## config.mk

```make
export PLATFORM = sky130hd
export DESIGN_NAME = mbc1_bank_mapper_core
export DESIGN_NICKNAME = d
export VERILOG_FILES = /design/src/rtl/mbc1_pkg.sv /design/src/rtl/mbc1_decode.sv /design/src/rtl/mbc1_regs.sv /design/src/rtl/mbc1_bank_mapper_core.sv
export VERILOG_INCLUDE_DIRS = /design/src /design/src/rtl
export SDC_FILE = /design/constraint.sdc
export NUM_CORES = 1
export LEC_CHECK = 0
export BUFFER_PORTS_ARGS = -buffer_cell sky130_fd_sc_hd__buf_4
export CELL_PAD_IN_SITES_DETAIL_PLACEMENT = 0
export CELL_PAD_IN_SITES_GLOBAL_PLACEMENT = 1
export CORE_MARGIN = 8
export CORE_UTILIZATION = 42
export DETAILED_ROUTE_END_ITERATION = 8
export MAX_ROUTING_LAYER = met4
export PLACE_DENSITY_LB_ADDON = 0.25
export SETUP_SLACK_MARGIN = 0.05
export SLEW_MARGIN = 10
export SYNTH_ARGS = -nofsm -noshare
export SYNTH_HDL_FRONTEND = slang
export SYNTH_SLANG_ARGS = --single-unit
```

## constraint.sdc

```tcl
create_clock -name aclk -period 2 [get_ports aclk]
set_input_delay 0.4 -clock aclk [delete_from_list [all_inputs] [get_ports aclk]]
set_output_delay 0.4 -clock aclk [all_outputs]
set_load 0.05 [all_outputs]
```

## src/rtl/mbc1_bank_mapper_core_assert.svh

```systemverilog
// ============================================================================
// MBC1 bank mapper assertion macros
// Shared concurrent assertion forms used at the end of the top level.
// ============================================================================
`ifndef MBC1_BANK_MAPPER_CORE_ASSERT_SVH
`define MBC1_BANK_MAPPER_CORE_ASSERT_SVH

// Same-cycle implication, disabled while reset is asserted.
`define MBC_ASSERT_IMPLY(label, clk, rst_n, ante, cons, msg) \
    label: assert property (@(posedge clk) disable iff (!(rst_n)) \
        (ante) |-> (cons)) else $error(msg);

// Next-cycle implication, disabled while reset is asserted.
`define MBC_ASSERT_NEXT(label, clk, rst_n, ante, cons, msg) \
    label: assert property (@(posedge clk) disable iff (!(rst_n)) \
        (ante) |=> (cons)) else $error(msg);

`endif

```

## src/rtl/mbc1_pkg.sv

```systemverilog
// ============================================================================
// MBC1 bank mapper package
// Result codes, bank register layout and shared decode constants.
// ============================================================================
package mbc1_pkg;

    typedef enum logic [2:0] {
        TGT_ROM_READ    = 3'd0,
        TGT_RAM_READ    = 3'd1,
        TGT_RAM_WRITE   = 3'd2,
        TGT_REG_WRITE   = 3'd3,
        TGT_UNSUPPORTED = 3'd4
    } target_t;

    localparam int unsigned AddrWidth = 16;
    localparam int unsigned DataWidth = 8;
    localparam int unsigned PhysWidth = 21;

    // Address regions, selected on the top three address bits.
    localparam logic [2:0] RegionRamEnable = 3'b000;
    localparam logic [2:0] RegionRomBank   = 3'b001;
    localparam logic [2:0] RegionUpperBank = 3'b010;
    localparam logic [2:0] RegionMode      = 3'b011;
    localparam logic [2:0] RegionRam       = 3'b101;

    localparam logic [3:0]           RamEnableKey  = 4'hA;
    localparam logic [DataWidth-1:0] OpenBusByte   = 8'hFF;
    localparam logic [4:0]           RomBankReset  = 5'd1;

    typedef struct packed {
        logic       ram_enabled;
        logic [4:0] rom_bank_low;
        logic [1:0] upper_bank;
        logic       banking_mode;
    } bank_state_t;

    typedef struct packed {
        logic                 wr_ram_enable;
        logic                 wr_rom_bank;
        logic                 wr_upper_bank;
        logic                 wr_mode;
        logic [DataWidth-1:0] data;
    } reg_update_t;

endpackage

```

## src/rtl/mbc1_decode.sv

```systemverilog
// ============================================================================
// MBC1 access decoder
// Classifies one bus access and forms the translated address and data byte.
// ============================================================================
module mbc1_decode
    import mbc1_pkg::*;
(
    input  logic                 fire,
    input  logic                 req_type,
    input  logic [AddrWidth-1:0] bus_address,
    input  logic [DataWidth-1:0] bus_write_data,
    input  logic                 cart_has_ram,
    input  bank_state_t          bank_state,
    output target_t              target,
    output logic [PhysWidth-1:0] phys_address,
    output logic [DataWidth-1:0] out_data,
    output reg_update_t          update
);

    logic [2:0]           region;
    logic                 ram_ok;
    logic [6:0]           rom_bank;
    logic [1:0]           ram_bank;
    logic [PhysWidth-1:0] ram_phys;

    always_comb begin
        region   = bus_address[15:13];
        ram_ok   = (region == RegionRam) && bank_state.ram_enabled && cart_has_ram;
        rom_bank = bank_state.banking_mode ? {bank_state.upper_bank, bank_state.rom_bank_low}
                                           : {2'b00, bank_state.rom_bank_low};
        ram_bank = bank_state.banking_mode ? 2'b00 : bank_state.upper_bank;
        ram_phys = {6'd0, ram_bank, bus_address[12:0]};

        target       = TGT_UNSUPPORTED;
        phys_address = '0;
        out_data     = '0;
        update       = '0;
        update.data  = bus_write_data;

        if (!req_type) begin
            if (bus_address[15:14] == 2'b00) begin
                target       = TGT_ROM_READ;
                phys_address = {5'd0, bus_address};
            end else if (bus_address[15:14] == 2'b01) begin
                target       = TGT_ROM_READ;
                phys_address = {rom_bank, bus_address[13:0]};
            end else if (ram_ok) begin
                target       = TGT_RAM_READ;
                phys_address = ram_phys;
            end else begin
                out_data = OpenBusByte;
            end
        end else begin
            case (region)
                RegionRamEnable: begin
                    target               = TGT_REG_WRITE;
                    update.wr_ram_enable = fire;
                end
                RegionRomBank: begin
                    target             = TGT_REG_WRITE;
                    update.wr_rom_bank = fire;
                end
                RegionUpperBank: begin
                    target               = TGT_REG_WRITE;
                    update.wr_upper_bank = fire;
                end
                RegionMode: begin
                    target         = TGT_REG_WRITE;
                    update.wr_mode = fire;
                end
                default: begin
                    if (ram_ok) begin
                        target       = TGT_RAM_WRITE;
                        phys_address = ram_phys;
                        out_data     = bus_write_data;
                    end
                end
            endcase
        end
    end

endmodule

```

## src/rtl/mbc1_regs.sv

```systemverilog
// ============================================================================
// MBC1 bank registers
// Holds RAM enable, ROM bank, upper bank and banking mode.
// ============================================================================
module mbc1_regs
    import mbc1_pkg::*;
(
    input  logic        aclk,
    input  logic        aresetn,
    input  reg_update_t update,
    output bank_state_t bank_state
);

    bank_state_t state_reg;
    bank_state_t state_next;
    logic [4:0]  masked_bank;

    always_comb begin
        masked_bank = update.data[4:0];
        state_next  = state_reg;
        if (update.wr_ram_enable) begin
            state_next.ram_enabled = (update.data[3:0] == RamEnableKey);
        end
        if (update.wr_rom_bank) begin
            state_next.rom_bank_low = (masked_bank == 5'd0) ? RomBankReset : masked_bank;
        end
        if (update.wr_upper_bank) begin
            state_next.upper_bank = update.data[1:0];
        end
        if (update.wr_mode) begin
            state_next.banking_mode = update.data[0];
        end
    end

    always_ff @(posedge aclk) begin
        if (!aresetn) begin
            state_reg.ram_enabled  <= 1'b0;
            state_reg.rom_bank_low <= RomBankReset;
            state_reg.upper_bank   <= 2'b00;
            state_reg.banking_mode <= 1'b0;
        end else begin
            state_reg <= state_next;
        end
    end

    assign bank_state = state_reg;

endmodule

```

## src/rtl/mbc1_bank_mapper_core.sv

```systemverilog
// ============================================================================
// MBC1 bank mapper core
// Translates CPU bus accesses into cartridge ROM/RAM addresses and bank writes.
// ============================================================================
//  Channel   Direction  Handshake          Payload
//  s_        in         s_valid/s_ready    req_type, bus_address, bus_write_data
//  m_        out        m_valid/m_ready    target, phys_address, out_data
//  cfg_      in         cfg_wr_en          cfg_wr_data (cartridge has RAM)
//
// An item passes through the input register and then the result register;
// one item per cycle is sustained while m_ready is held high.
// Bank register writes take effect for the very next item.
// Reset is synchronous; it clears both stages and restores bank 1, RAM off.
// A stall on m_ready holds the result register and then the input register.
// ============================================================================
`include "mbc1_bank_mapper_core_assert.svh"

module mbc1_bank_mapper_core
    import mbc1_pkg::*;
(
    input  logic                 aclk,
    input  logic                 aresetn,
    input  logic                 cfg_wr_en,
    input  logic                 cfg_wr_data,
    input  logic                 s_valid,
    output logic                 s_ready,
    input  logic                 s_req_type,
    input  logic [AddrWidth-1:0] s_bus_address,
    input  logic [DataWidth-1:0] s_bus_write_data,
    output logic                 m_valid,
    input  logic                 m_ready,
    output logic [2:0]           m_target,
    output logic [PhysWidth-1:0] m_phys_address,
    output logic [DataWidth-1:0] m_out_data
);

    logic                 cart_has_ram_reg;
    logic                 in_valid_reg;
    logic                 in_req_type_reg;
    logic [AddrWidth-1:0] in_addr_reg;
    logic [DataWidth-1:0] in_data_reg;
    logic                 out_valid_reg;
    target_t              out_target_reg;
    logic [PhysWidth-1:0] out_phys_reg;
    logic [DataWidth-1:0] out_data_reg;

    logic                 out_ready;
    logic                 advance;
    logic                 s_fire;
    target_t              dec_target;
    logic [PhysWidth-1:0] dec_phys;
    logic [DataWidth-1:0] dec_data;
    reg_update_t          update;
    bank_state_t          bank_state;

    assign out_ready = !out_valid_reg || m_ready;
    assign advance   = in_valid_reg && out_ready;
    assign s_ready   = !in_valid_reg || out_ready;
    assign s_fire    = s_valid && s_ready;

    mbc1_decode u_decode (
        .fire           (advance),
        .req_type       (in_req_type_reg),
        .bus_address    (in_addr_reg),
        .bus_write_data (in_data_reg),
        .cart_has_ram   (cart_has_ram_reg),
        .bank_state     (bank_state),
        .target         (dec_target),
        .phys_address   (dec_phys),
        .out_data       (dec_data),
        .update         (update)
    );

    mbc1_regs u_regs (
        .aclk       (aclk),
        .aresetn    (aresetn),
        .update     (update),
        .bank_state (bank_state)
    );

    always_ff @(posedge aclk) begin
        if (!aresetn) begin
            cart_has_ram_reg <= 1'b0;
            in_valid_reg     <= 1'b0;
            out_valid_reg    <= 1'b0;
        end else begin
            if (cfg_wr_en) begin
                cart_has_ram_reg <= cfg_wr_data;
            end
            if (s_ready) begin
                in_valid_reg <= s_valid;
            end
            if (out_ready) begin
                out_valid_reg <= in_valid_reg;
            end
        end
    end

    always_ff @(posedge aclk) begin
        if (s_fire) begin
            in_req_type_reg <= s_req_type;
            in_addr_reg     <= s_bus_address;
            in_data_reg     <= s_bus_write_data;
        end
        if (advance) begin
            out_target_reg <= dec_target;
            out_phys_reg   <= dec_phys;
            out_data_reg   <= dec_data;
        end
    end

    assign m_valid        = out_valid_reg;
    assign m_target       = out_target_reg;
    assign m_phys_address = out_phys_reg;
    assign m_out_data     = out_data_reg;

    `MBC_ASSERT_IMPLY(a_rom_bank_nonzero, aclk, aresetn, 1'b1,
        bank_state.rom_bank_low != 5'd0, "ROM bank register holds zero")
    `MBC_ASSERT_IMPLY(a_reg_write_zero, aclk, aresetn,
        m_valid && (m_target == TGT_REG_WRITE),
        (m_phys_address == '0) && (m_out_data == '0),
        "register write result carries address or data")
    `MBC_ASSERT_NEXT(a_mode_update, aclk, aresetn,
        advance && in_req_type_reg && (in_addr_reg[15:13] == RegionMode),
        bank_state.banking_mode == $past(in_data_reg[0]),
        "banking mode not taken from mode write")

endmodule

```

==> out/metrics.csv <==
stage,metric,value,unit
synth,Synth area leader,edfxtp_1,
flow_run,Max Cap Viol,0,
outcome,outcome,"finished, final reports clean",
placement,Detail Placement HPWL,3.536,mm
synth,Cells after Synth,164,
layout,Largest register FFs,21,
timing,RSZ-0062 raised after global routing,false,
floorplanning,Initial Util,43.74,%
grt,GRT overflow,0,
worst_setup_path,crit path cell chain,nor2b_1 > nand2_1 > buf_4,
detailed_routing,detailed-route wire length per cell,15.96,microns
layout,nets,264,
timing,Slew Limit Fails,0,
floorplanning,die extent in y,94.76,microns
worst_setup_path,Crit-path slowest cell,dfxtp_2,
layout,ANT cells,0,
worst_setup_path,crit path buf inv count,1,
synth,Synth Flop Type,edfxtp_1,
layout,Final Cell Area,3334,sq um
detailed_routing,# DRC,0,
synth,"top cells by count, synth","57 x edfxtp_1, 18 x nor2b_1, 16 x nand2_1, 12 x dfxtp_1, 10 x mux2i_1",
cts,clock sinks,69,
synth,post-synth top area share,65.71,%
cts,Max Root-Sink Buffers,2,
floorplanning,# rows,28,
worst_setup_path,Crit Path Class,reg -> out,
synth,post-synthesis sequential area ratio,74.93,%
cts,clk slew on worst S/H paths,0.07,ns
timing,maximum clock rate,0.6321,GHz
detailed_routing,vias after detailed routing,1534,
synth,Seq cells post-synth,69,
detailed_routing,final wirelength,4.997,mm
floorplanning,Ports,65,
floorplanning,Die W,94.76,microns
floorplanning,DIE AREA,8979,sq um
synth,"count leader, synth",edfxtp_1,
pwr,LEAKAGE,1.367,nW
timing,Worst Max-Slew Pin Slew,0.6138,ns
synth,ys async rst share,0,%
grt,first-pass GRT wire length,7.728,mm
worst_setup_path,CP max stage delay,0.34,ns
timing,Max-slew headroom,59.08,%
grt,GRT Util Overall,12.15,%
placement,gp weighted congestion,0.7431,
pwr,peak supply drop,482.2,uV
detailed_routing,antenna-violating nets left,0,
grt,initial antenna violation count,0,
timing,Final setup viols,0,
timing,post-layout minimum cycle time,1.582,ns
grt,vias in the first global route,1601,
layout,Synth-to-Final Area Change,28.00,%
worst_setup_path,Crit Path Max Fanout,3,
cts,CTS Root Cell,clkbuf_8,
synth,syn_area_per_cell,15.88,sq um
timing,setup tns final,0,ns
worst_setup_path,CP required,1.60,ns
synth,area of the mapped netlist,2605,sq um
worst_setup_path,Worst setup EP type,output pin,
cts,clk_lat worst skew,0.34,ns
synth,Ys Warns,0,
timing,Clock Skew,0.005922,ns
cts,# hold bufs at CTS,0,
cts,cts bufs inserted,9,
synth,top post-synthesis cells by area,"edfxtp_1 66%, dfxtp_1 9.2%, nor2b_1 4.3%",
synth,Syn Nets,195,
floorplanning,Core Area,5956,sq um
cts,H-tree Lvls,3,
cts,TritonCTS clock tree,built,
timing,final hold vios,0,
layout,fraction of layout cells with a size suffix above 1,35.29,%
worst_setup_path,Startpoint Class,flop,
detailed_routing,Via-to-Cell Ratio,4.901,
timing,final period utilization,79.10,%
synth,Post-synth EDFFs,57,
min_path,worst hold path class,in -> reg,
grt,largest net degree at the start of global routing,33,
cts,# Post-CTS Setup Buffers,0,
worst_setup_path,crit-path leading delay family,flip-flops,
pwr,Cell Pwr Density,901.2,nW/um^2
placement,I/O Buffers,64,
placement,placed standard-cell area,3153,sq um
worst_setup_path,r2r setup slk,0.45,ns
cts,post-CTS sizing,0,
detailed_routing,Initial DRC Count,45,
synth,count of distinct cell types in the synthesized netlist,30,
worst_setup_path,critical path arrival,1.18,ns
detailed_routing,DR pass1 iterations,5,
cells by family after synthesis:
group                  share of synthesized area, %
buffers and inverters                         2.305
flip-flops                                    74.93
AND/OR/NAND/NOR                               13.74
AO/OA/AOI/OAI                                 5.188
multiplexers                                  3.843
routing by layer:
metal | vias to the layer above | wire length (microns) | track usage (%)
met2 | 50 | 2392 | 18.19
met5 | - | 0 | -
met1 | 729 | 2206 | 13.54
met4 | 0 | 99 | 9.103
met3 | 10 | 298 | 3.492
li1 | 745 | - | -
cell type report:
cell class                      instances  area, sq um
Inverter                                1        3.754
Tap cell                               75        93.84
Clock inverter                          6        53.80
Sequential cell                        69         1953
Clock buffer                           10        127.6
Timing Repair Buffer                   66        508.0
Fill cell                             497         2621
Multi-Input combinational cell         86        594.3
layout by cell type, fill, tap and decap left out, drive strengths merged, types with 2 or more instances in the layout:
master / n
a21o: 8
a21oi: 3
and2: 3
and2b: 2
and3: 6
and4: 3
buf: 66
clkbuf: 10
clkinv: 4
dfxtp: 12
edfxtp: 57
mux2i: 10
nand2: 16
nand4: 4
nor2: 2
nor2b: 19
power by group:
group	leakage (nW)	switching (mW)	total (mW)	internal [mW]
combinational	0.631	0.188	0.298	0.110
clock	0.0888	0.486	1.05	0.561
sequential	0.648	0.0315	1.66	1.63
per-stage QoR:
stage / cells / hold slack, ns / utilization [%] / power, mW / setup slack [ns]
after floorplan: 164 / 0.4303 / - / 1.872 / 0.1803
after global routing: 313 / 0.2115 / 55.99 / 3.127 / 0.2934
after CTS: 313 / 0.2140 / 55.99 / 3.044 / 0.3941
after global placement: 297 / 0.4483 / 52.94 / 1.989 / 0.4772
final: 313 / 0.2345 / 55.99 / 3.005 / 0.4181
after detailed placement: 297 / 0.4525 / 52.94 / 1.995 / 0.4317
worst paths after layout:
| path | start | end | depth (start not counted) |
|---|---|---|---|
| worst max-delay path | m_valid | s_ready | 3 |
| worst min-delay path | s_bus_write_data[2] | in_data_reg[2] | 1 |
| worst max register to register | in_req_type_reg | m_phys_address[6] | 4 |
| worst min register to register | u_regs.bank_state[4] | u_regs.bank_state[4] | 2 |
Power figures use the tool's default switching activity.
